`config.mk`:
```
export PLATFORM = sky130hd
export DESIGN_NAME = datetime_to_epoch_seconds_core
export DESIGN_NICKNAME = d
export VERILOG_FILES = /design/src/design/dtes_pkg.sv /design/src/design/dtes_split.sv /design/src/design/dtes_span.sv /design/src/design/dtes_days.sv /design/src/design/dtes_secs.sv /design/src/design/datetime_to_epoch_seconds_core.sv
export SDC_FILE = /design/constraint.sdc
export NUM_CORES = 1
export LEC_CHECK = 0
export BUFFER_PORTS_ARGS = -buffer_cell sky130_fd_sc_hd__buf_2
export CORE_UTILIZATION = 65
export DETAILED_ROUTE_END_ITERATION = 8
export PLACE_DENSITY = 0.83
export SKIP_LAST_GASP = 1
export SLEW_MARGIN = 20
export SYNTH_ARGS = -nofsm -noshare
export SYNTH_HDL_FRONTEND = slang
export SYNTH_HIERARCHICAL = 1
export SYNTH_SLANG_ARGS = --single-unit
```
`constraint.sdc`:
```
create_clock -name clk -period 8.4 [get_ports clk]
set_input_delay 0.84 -clock clk [delete_from_list [all_inputs] [get_ports clk]]
set_output_delay 0.84 -clock clk [all_outputs]
set_load 0.02 [all_outputs]
```
`src/design/dtes_pkg.sv`:
```
// Shared types, constants and the month table for the date-to-epoch pipeline.
// Used by every dtes_* stage and by datetime_to_epoch_seconds_core.
`timescale 1ns / 1ps

package dtes_pkg;

	// Calendar and time constants
	localparam logic [11:0] EPOCH_YEAR         = 12'd1970;
	localparam logic [11:0] VALID_YEAR_LOW     = 12'd2000;
	localparam logic [11:0] VALID_YEAR_HIGH    = 12'd2099;
	localparam logic [3:0]  MONTHS_PER_YEAR    = 4'd12;
	localparam logic [4:0]  HOURS_PER_DAY      = 5'd24;
	localparam logic [5:0]  MINUTES_PER_HOUR   = 6'd60;
	localparam logic [5:0]  SECONDS_PER_MINUTE = 6'd60;
	localparam logic [16:0] SECS_PER_HOUR      = 17'd3600;
	localparam logic [16:0] SECS_PER_MINUTE    = 17'd60;
	localparam logic [31:0] SECS_PER_DAY       = 32'd86400;
	localparam logic [19:0] DAYS_PER_YEAR      = 20'd365;

	// Leap years in 1..1969: 492 - 19 + 4
	localparam logic [19:0] LEAPS_BEFORE_EPOCH = 20'd477;

	// Divide by 100 for 12-bit values: (x * 5243) >> 19 is exact below 4096
	localparam int          RECIP_SHIFT = 19;
	localparam int          PROD_W      = 26;
	localparam int          CENT_W      = 6;
	localparam logic [PROD_W-1:0] RECIP_100 = PROD_W'(5243);
	localparam logic [11:0] HUNDRED     = 12'd100;

	// Widths of intermediate values
	localparam int YEAR_DAYS_W = 20;
	localparam int DAYS_W      = 22;
	localparam int TOD_W       = 17;

	// Input word fields
	typedef struct packed {
		logic [2:0]  weekday;
		logic [5:0]  second;
		logic [5:0]  minute;
		logic [4:0]  hour;
		logic [4:0]  day;
		logic [3:0]  month;
		logic [11:0] year;
	} date_in_t;

	// After stage 1: centuries and month index
	typedef struct packed {
		logic [11:0]       year;
		logic [CENT_W-1:0] cent_y;
		logic [CENT_W-1:0] cent_ym1;
		logic [3:0]        month_idx;
		logic [4:0]        day;
		logic [4:0]        hour;
		logic [5:0]        minute;
		logic [5:0]        second;
		logic              fields_valid;
	} split_t;

	// After stage 2: days of whole years, leap flag, time of day
	typedef struct packed {
		logic [YEAR_DAYS_W-1:0] year_days;
		logic                   leap;
		logic [3:0]             month_idx;
		logic [4:0]             day;
		logic [TOD_W-1:0]       tod;
		logic                   fields_valid;
	} span_t;

	// After stage 3: total days (two's complement, may be minus one)
	typedef struct packed {
		logic [DAYS_W-1:0] days;
		logic [TOD_W-1:0]  tod;
		logic              fields_valid;
	} days_t;

	// Result word
	typedef struct packed {
		logic [31:0] epoch_seconds;
		logic        fields_valid;
	} result_t;

	// Days before the month at index idx; index 12 gives the whole year
	function automatic logic [8:0] days_before(input logic leap, input logic [3:0] idx);
		logic [8:0] base;
		base = 9'd0;
		case (idx)
			4'd0:    base = 9'd0;
			4'd1:    base = 9'd31;
			4'd2:    base = 9'd59;
			4'd3:    base = 9'd90;
			4'd4:    base = 9'd120;
			4'd5:    base = 9'd151;
			4'd6:    base = 9'd181;
			4'd7:    base = 9'd212;
			4'd8:    base = 9'd243;
			4'd9:    base = 9'd273;
			4'd10:   base = 9'd304;
			4'd11:   base = 9'd334;
			4'd12:   base = 9'd365;
			default: base = 9'd0;
		endcase
		if (leap && (idx >= 4'd2)) begin
			base = base + 9'd1;
		end
		return base;
	endfunction

endpackage

```
`src/design/dtes_split.sv`:
```
// Stage 1: divide year and year-1 by 100, clamp the month index, check ranges.
// Depends on dtes_pkg.
`timescale 1ns / 1ps

module dtes_split (
	input  logic              clk,
	input  logic              arst_n,
	input  logic              in_valid,
	output logic              in_ready,
	input  dtes_pkg::date_in_t in_data,
	output logic              out_valid,
	input  logic              out_ready,
	output dtes_pkg::split_t  out_data
);
	import dtes_pkg::*;

	logic              valid_s1;
	split_t            data_s1;
	logic [11:0]       year_m1;
	logic [PROD_W-1:0] prod_y;
	logic [PROD_W-1:0] prod_ym1;
	logic [3:0]        month_idx;
	logic              in_range;

	// Take a word whenever this stage is empty or drains this cycle
	assign in_ready = !valid_s1 || out_ready;

	// Divide by 100 through the reciprocal
	always_comb begin
		year_m1  = in_data.year - 12'd1;
		prod_y   = PROD_W'(in_data.year) * RECIP_100;
		prod_ym1 = PROD_W'(year_m1) * RECIP_100;
	end

	// Clamp the count of prior months
	always_comb begin
		if (in_data.month == 4'd0) begin
			month_idx = 4'd0;
		end else if (in_data.month > MONTHS_PER_YEAR) begin
			month_idx = MONTHS_PER_YEAR;
		end else begin
			month_idx = in_data.month - 4'd1;
		end
	end

	// Range checks; day and weekday cannot exceed their maxima in their widths
	always_comb begin
		in_range = (in_data.second < SECONDS_PER_MINUTE) &&
			(in_data.minute < MINUTES_PER_HOUR) &&
			(in_data.hour < HOURS_PER_DAY) &&
			(in_data.year >= VALID_YEAR_LOW) && (in_data.year <= VALID_YEAR_HIGH) &&
			(in_data.month != 4'd0) && (in_data.month <= MONTHS_PER_YEAR) &&
			(in_data.day != 5'd0) && (in_data.weekday != 3'd0);
	end

	// Advance valid
	always_ff @(posedge clk or negedge arst_n) begin
		if (!arst_n) begin
			valid_s1 <= 1'b0;
		end else if (in_ready) begin
			valid_s1 <= in_valid;
		end
	end

	// Load payload
	always_ff @(posedge clk) begin
		if (in_valid && in_ready) begin
			data_s1.year         <= in_data.year;
			data_s1.cent_y       <= prod_y[RECIP_SHIFT +: CENT_W];
			data_s1.cent_ym1     <= prod_ym1[RECIP_SHIFT +: CENT_W];
			data_s1.month_idx    <= month_idx;
			data_s1.day          <= in_data.day;
			data_s1.hour         <= in_data.hour;
			data_s1.minute       <= in_data.minute;
			data_s1.second       <= in_data.second;
			data_s1.fields_valid <= in_range;
		end
	end

	assign out_valid = valid_s1;
	assign out_data  = data_s1;

endmodule

```
`src/design/dtes_span.sv`:
```
// Stage 2: days in whole years since the epoch, leap flag, seconds of the day.
// Depends on dtes_pkg.
`timescale 1ns / 1ps

module dtes_span (
	input  logic             clk,
	input  logic             arst_n,
	input  logic             in_valid,
	output logic             in_ready,
	input  dtes_pkg::split_t in_data,
	output logic             out_valid,
	input  logic             out_ready,
	output dtes_pkg::span_t  out_data
);
	import dtes_pkg::*;

	logic                   valid_s2;
	span_t                  data_s2;
	logic [11:0]            year_m1;
	logic [11:0]            span_years;
	logic [YEAR_DAYS_W-1:0] plain_days;
	logic [YEAR_DAYS_W-1:0] leap_days;
	logic [YEAR_DAYS_W-1:0] year_days;
	logic [11:0]            cent_x100;
	logic                   leap;
	logic [TOD_W-1:0]       tod;

	assign in_ready = !valid_s2 || out_ready;

	// Whole years from the epoch up to the given year, none before it
	always_comb begin
		year_m1    = in_data.year - 12'd1;
		span_years = in_data.year - EPOCH_YEAR;
		plain_days = YEAR_DAYS_W'(span_years) * DAYS_PER_YEAR;
		leap_days  = YEAR_DAYS_W'(year_m1[11:2]) - YEAR_DAYS_W'(in_data.cent_ym1) +
			YEAR_DAYS_W'(in_data.cent_ym1[CENT_W-1:2]) - LEAPS_BEFORE_EPOCH;
		year_days  = (in_data.year > EPOCH_YEAR) ? (plain_days + leap_days) :
			YEAR_DAYS_W'(0);
	end

	// Gregorian leap rule on the given year
	always_comb begin
		cent_x100 = 12'(in_data.cent_y) * HUNDRED;
		leap = (in_data.year[1:0] == 2'b00) &&
			((in_data.year != cent_x100) || (in_data.cent_y[1:0] == 2'b00));
	end

	// Seconds of the day, unlimited hour, minute and second
	always_comb begin
		tod = TOD_W'(in_data.hour) * SECS_PER_HOUR +
			TOD_W'(in_data.minute) * SECS_PER_MINUTE + TOD_W'(in_data.second);
	end

	// Advance valid
	always_ff @(posedge clk or negedge arst_n) begin
		if (!arst_n) begin
			valid_s2 <= 1'b0;
		end else if (in_ready) begin
			valid_s2 <= in_valid;
		end
	end

	// Load payload
	always_ff @(posedge clk) begin
		if (in_valid && in_ready) begin
			data_s2.year_days    <= year_days;
			data_s2.leap         <= leap;
			data_s2.month_idx    <= in_data.month_idx;
			data_s2.day          <= in_data.day;
			data_s2.tod          <= tod;
			data_s2.fields_valid <= in_data.fields_valid;
		end
	end

	assign out_valid = valid_s2;
	assign out_data  = data_s2;

endmodule

```
`src/design/dtes_days.sv`:
```
// Stage 3: add the prior months and the day of month to the year days.
// Depends on dtes_pkg (month table).
`timescale 1ns / 1ps

module dtes_days (
	input  logic            clk,
	input  logic            arst_n,
	input  logic            in_valid,
	output logic            in_ready,
	input  dtes_pkg::span_t in_data,
	output logic            out_valid,
	input  logic            out_ready,
	output dtes_pkg::days_t out_data
);
	import dtes_pkg::*;

	logic              valid_s3;
	days_t             data_s3;
	logic [DAYS_W-1:0] days;

	assign in_ready = !valid_s3 || out_ready;

	// Day zero gives minus one day, kept in two's complement
	always_comb begin
		days = DAYS_W'(in_data.year_days) +
			DAYS_W'(days_before(in_data.leap, in_data.month_idx)) +
			DAYS_W'(in_data.day) - DAYS_W'(1);
	end

	// Advance valid
	always_ff @(posedge clk or negedge arst_n) begin
		if (!arst_n) begin
			valid_s3 <= 1'b0;
		end else if (in_ready) begin
			valid_s3 <= in_valid;
		end
	end

	// Load payload
	always_ff @(posedge clk) begin
		if (in_valid && in_ready) begin
			data_s3.days         <= days;
			data_s3.tod          <= in_data.tod;
			data_s3.fields_valid <= in_data.fields_valid;
		end
	end

	assign out_valid = valid_s3;
	assign out_data  = data_s3;

endmodule

```
`src/design/dtes_secs.sv`:
```
// Stage 4: scale days to seconds, add the time of day; holds the result word.
// Depends on dtes_pkg.
`timescale 1ns / 1ps

module dtes_secs (
	input  logic              clk,
	input  logic              arst_n,
	input  logic              in_valid,
	output logic              in_ready,
	input  dtes_pkg::days_t   in_data,
	output logic              out_valid,
	input  logic              out_ready,
	output dtes_pkg::result_t out_data
);
	import dtes_pkg::*;

	logic        valid_s4;
	result_t     data_s4;
	logic [31:0] days_ext;
	logic [31:0] secs;

	assign in_ready = !valid_s4 || out_ready;

	// Sign-extend days and wrap the seconds modulo 2^32
	always_comb begin
		days_ext = {{(32 - DAYS_W){in_data.days[DAYS_W-1]}}, in_data.days};
		secs     = days_ext * SECS_PER_DAY + 32'(in_data.tod);
	end

	// Advance valid
	always_ff @(posedge clk or negedge arst_n) begin
		if (!arst_n) begin
			valid_s4 <= 1'b0;
		end else if (in_ready) begin
			valid_s4 <= in_valid;
		end
	end

	// Load result
	always_ff @(posedge clk) begin
		if (in_valid && in_ready) begin
			data_s4.epoch_seconds <= secs;
			data_s4.fields_valid  <= in_data.fields_valid;
		end
	end

	assign out_valid = valid_s4;
	assign out_data  = data_s4;

endmodule

```
`src/design/datetime_to_epoch_seconds_core.sv`:
```
// Calendar date and time to seconds since 1970-01-01, four-stage pipeline.
// Depends on dtes_pkg, dtes_split, dtes_span, dtes_days and dtes_secs.
//
// Usage:
//   Input words arrive on s_axis: year, month, day, hour, minute, second and
//   weekday packed in s_axis_tdata. Each word yields one output word on
//   m_axis: epoch seconds (modulo 2^32) in m_axis_tdata and the field range
//   check in m_axis_tuser.
//   Each word passes through the four register stages (divide by 100,
//   year days and time of day, month and day add, scale to seconds);
//   throughput is one word per cycle while m_axis_tready stays high.
//   Each stage holds its own word and loads whenever it is empty or its
//   successor takes its word, so bubbles close up during a stall. When
//   m_axis_tready is low the result holds on m_axis, and s_axis_tready stays
//   high until all four stages are full.
//   Reset (arst_n low) empties the pipeline at once; no output words remain.
`timescale 1ns / 1ps

module datetime_to_epoch_seconds_core (
	input  logic        clk,
	input  logic        arst_n,
	input  logic        s_axis_tvalid,
	output logic        s_axis_tready,
	// [11:0] year_value, [15:12] month_value, [20:16] day_value,
	// [25:21] hour_value, [31:26] minute_value, [37:32] second_value,
	// [40:38] weekday_value, [47:41] zero
	input  logic [47:0] s_axis_tdata,
	output logic        m_axis_tvalid,
	input  logic        m_axis_tready,
	// [31:0] epoch_seconds
	output logic [31:0] m_axis_tdata,
	// [0] fields_valid
	output logic [0:0]  m_axis_tuser
);
	import dtes_pkg::*;

	date_in_t in_word;
	split_t   split_data;
	span_t    span_data;
	days_t    days_data;
	result_t  result_data;
	logic     split_valid, split_ready;
	logic     span_valid, span_ready;
	logic     days_valid, days_ready;

	// Unpack the input word
	always_comb begin
		in_word.year    = s_axis_tdata[11:0];
		in_word.month   = s_axis_tdata[15:12];
		in_word.day     = s_axis_tdata[20:16];
		in_word.hour    = s_axis_tdata[25:21];
		in_word.minute  = s_axis_tdata[31:26];
		in_word.second  = s_axis_tdata[37:32];
		in_word.weekday = s_axis_tdata[40:38];
	end

	dtes_split u_split (
		.clk       (clk),
		.arst_n    (arst_n),
		.in_valid  (s_axis_tvalid),
		.in_ready  (s_axis_tready),
		.in_data   (in_word),
		.out_valid (split_valid),
		.out_ready (split_ready),
		.out_data  (split_data)
	);

	dtes_span u_span (
		.clk       (clk),
		.arst_n    (arst_n),
		.in_valid  (split_valid),
		.in_ready  (split_ready),
		.in_data   (split_data),
		.out_valid (span_valid),
		.out_ready (span_ready),
		.out_data  (span_data)
	);

	dtes_days u_days (
		.clk       (clk),
		.arst_n    (arst_n),
		.in_valid  (span_valid),
		.in_ready  (span_ready),
		.in_data   (span_data),
		.out_valid (days_valid),
		.out_ready (days_ready),
		.out_data  (days_data)
	);

	dtes_secs u_secs (
		.clk       (clk),
		.arst_n    (arst_n),
		.in_valid  (days_valid),
		.in_ready  (days_ready),
		.in_data   (days_data),
		.out_valid (m_axis_tvalid),
		.out_ready (m_axis_tready),
		.out_data  (result_data)
	);

	// Drive the output word
	assign m_axis_tdata = result_data.epoch_seconds;
	assign m_axis_tuser = result_data.fields_valid;

endmodule
```
==> results.yml <==
worst_setup_path:
  max_stage_delay_ns: 0.65
  required_ns: 8.60
  start_kind: "flop"
  reg2reg_to: "u_span/out_data[47]"
  crit_arrival_ns: 7.33
  startpoint: "u_split/out_data[40]"
  r2r_cells: 23
  worstSetupEndpointType: "flop"
  crit_chain: "inv_1, ha_1, nand2b_1, nor2_1, xor2_1, ha_1, nor2b_1, o31ai_1, a21oi_1, a211oi_4, fa_1, fa_1, inv_1, fa_1, inv_1, ha_1, a211oi_1, o21bai_1, a21oi_1, o211ai_1, a221o_1, xnor2_1, nor2_1"
  regToRegSetupSlack_ns: 1.27
  path_max_fanout: 10
  cp-endpoint: "u_span/out_data[47]"
  worst-setup-path-type: "reg -> reg"
  rr_startpoint: "u_split/out_data[40]"
  crit_path_top_delay_cell: "a211oi_4"
route:
  vias: 16204
  wl_per_cell_um: 16.6
  drt_iter0_drc: 854
  via_per_inst: 5.71
  route.detailed.drc: 0
  wirelength_mm: 47.2
  firstDrtPassIters: 6
  ant_nets: 0
place:
  routabilityCongestion: 0.895
  port_buffers: 79
  dp_hpwl_mm: 38.9
global_route:
  grt_first_pass_wirelength_mm: 79.1
  antenna_found_initial: 1
  grt_pass1_vias: 16979
  overflow: 0
  grt_max_degree: 52
  busiest_layer: "met2"
  grt_use_total_pct: 27.2
  met2_usage_pct: 50.3
  use_met1_pct: 32.7
  grtUsageMet3_pct: 3.05
worst_hold_path:
  hp-class: "in -> async"
sta:
  worst_slew_pin_slew_ns: 0.959
  tns_ns: 0
  worst_hold_slack_ns: 0.179
  slew_violations: 0
  finClkSkew_ns: 0.00937
  rsz0062_at_grt: "no"
  relSlewSlack_pct: 36.1
  fin_crit_sh_pct: 84.8
  period_needed_ns: 7.13
  setup-violations-final: 0
  hold_viol: 0
  clock.fmax_mhz: 140
floorplan:
  coreArea_um2: 35500
  die_h_um: 192
  pin_count: 87
  die_x_um: 192
  start_util_pct: 65.9
  rows: 69
  die_area_um2: 36700
synthesis:
  synthesis.area_um2: 23400
  synth-main-ff-cell: "edfxtp_1"
  postSynthAreaPerCell_um2: 10.2
  synth-edff-count: 172
  syn_inst: 2291
  ys_seq_elements: 176
  yosysWarnings: 6
  synthesis.nets: 3007
  yosysSeqAreaShare_pct: 22.5
  synthArstFlopShare_pct: 2.27
  ys_types: 101
clock_network:
  cts_sinks: 176
  cts_buffer_depth: 2
  cts_root_buf: "clkbuf_16"
  cts-htree-levels: 4
  tritoncts: "built"
  numCtsBuffers: 17
  hold_buffers: 0
  clkTransAtPathRegs_ns: 0.07
  post-cts-setup-buffer-count: 0
  clk_latency_ns: 0.46
  post_cts_resized: 0
finish:
  layout.nets: 3079
  syn_to_final_growth_pct: 6.19
  layout_common_cells: "517 x inv_1, 443 x ha_1, 221 x fa_1, 172 x edfxtp_1, 120 x xnor2_1"
  final_layout_size_suffix_gt1_share_pct: 6.90
  layout.cells.most_common: "inv_1"
run:
  max-cap-violations: 0
run_status:
  status: "finished, final reports clean"
==> kinds of logic (layout without fill, tap and decap cells) <==
kind of cell / after synthesis / count (layout) / synth area share (%)
flops: 176 / 176 / 22.5
mux: 10 / 10 / 0.450
compound gates: 349 / 349 / 10.3
simple gates: 366 / 366 / 8.44
fa+ha+maj: 664 / 664 / 42.6
buf+inv: 547 / 632 / 9.00
xor+xnor: 179 / 179 / 6.71
other cells: 0 / 1 / 0
==> synthesized netlist by cell type, drive strengths merged, types with 21 or more instances <==
library cell / count / area, um2
nand2b: 34 / 213
o21ai: 68 / 344
fa: 221 / 4420
a21o: 43 / 323
ha: 443 / 5540
nand2: 72 / 270
nor2: 89 / 334
nand3: 22 / 110
xnor2: 120 / 1050
a21oi: 97 / 497
nand4: 21 / 131
edfxtp: 172 / 5160
inv: 517 / 1940
xor2: 59 / 517
nor3: 38 / 200
==> routing by layer <==
metal  wire length [um]  vias up
li1                   -     7806
met1              19800     7949
met2              24500      365
met3               1560       84
met4               1270        0
met5                  0        -
==> registers in the layout, indices dropped and copies added (netlist names) <==
register / flops
u_days/out_data: 40
u_days/out_valid: 1
u_secs/out_data: 33
u_secs/out_valid: 1
u_span/out_data: 48
u_span/out_valid: 1
u_split/out_data: 51
u_split/out_valid: 1
==> area by class of cell <==
class	instances	area, um2
Clock inverter	14	173
Clock buffer	18	429
Multi-Input combinational cell	1568	16000
Tap cell	461	577
Antenna cell	1	2.50
Inverter	517	1940
Fill cell	2508	10700
Timing Repair Buffer	83	425
Sequential cell	176	5270
==> how the worst min path moves through the flow <==
| stage | start | to | slack (ns) | depth (start not counted) |
|---|---|---|---|---|
| final | arst_n | u_split/out_valid | 0.18 | 1 |
| after global placement | u_span/out_data[3] | u_days/out_data[3] | 0.40 | 0 |
| after global routing | arst_n | u_span/out_valid | 0.17 | 1 |
| after detailed placement | u_span/out_data[1] | u_days/out_data[1] | 0.40 | 0 |
| after floorplan | u_span/out_data[0] | u_days/out_data[0] | 0.40 | 0 |
| after CTS | arst_n | u_split/out_valid | 0.16 | 1 |
==> critical path, delay by kind of cell (launching register included) <==
kind | cells | cell delay (ns)
adders and majority gates | 6 | 2.67
AOI/OAI and AO/OA | 8 | 2.32
and+or+nand+nor | 4 | 0.64
DFF | 1 | 0.52
buffers and inverters | 3 | 0.42
xor gates and xnor gates | 2 | 0.32
==> stage by stage <==
step / util [%] / cells / setup slack, ns / area, um2
3_5_place_dp: 68.3 / 2805 / 1.17 / 24200
5_1_grt: 70.0 / 2838 / 0.801 / 24800
6_report: 70.0 / 2838 / 1.27 / 24800
4_1_cts: 70.0 / 2837 / 1.29 / 24800
2_1_floorplan: - / 2291 / 1.91 / 23400
3_3_place_gp: 68.3 / 2805 / 1.27 / 24200
Power is not shown: default switching activity piles up to over one toggle a cycle in this logic, so the estimate is an artifact.
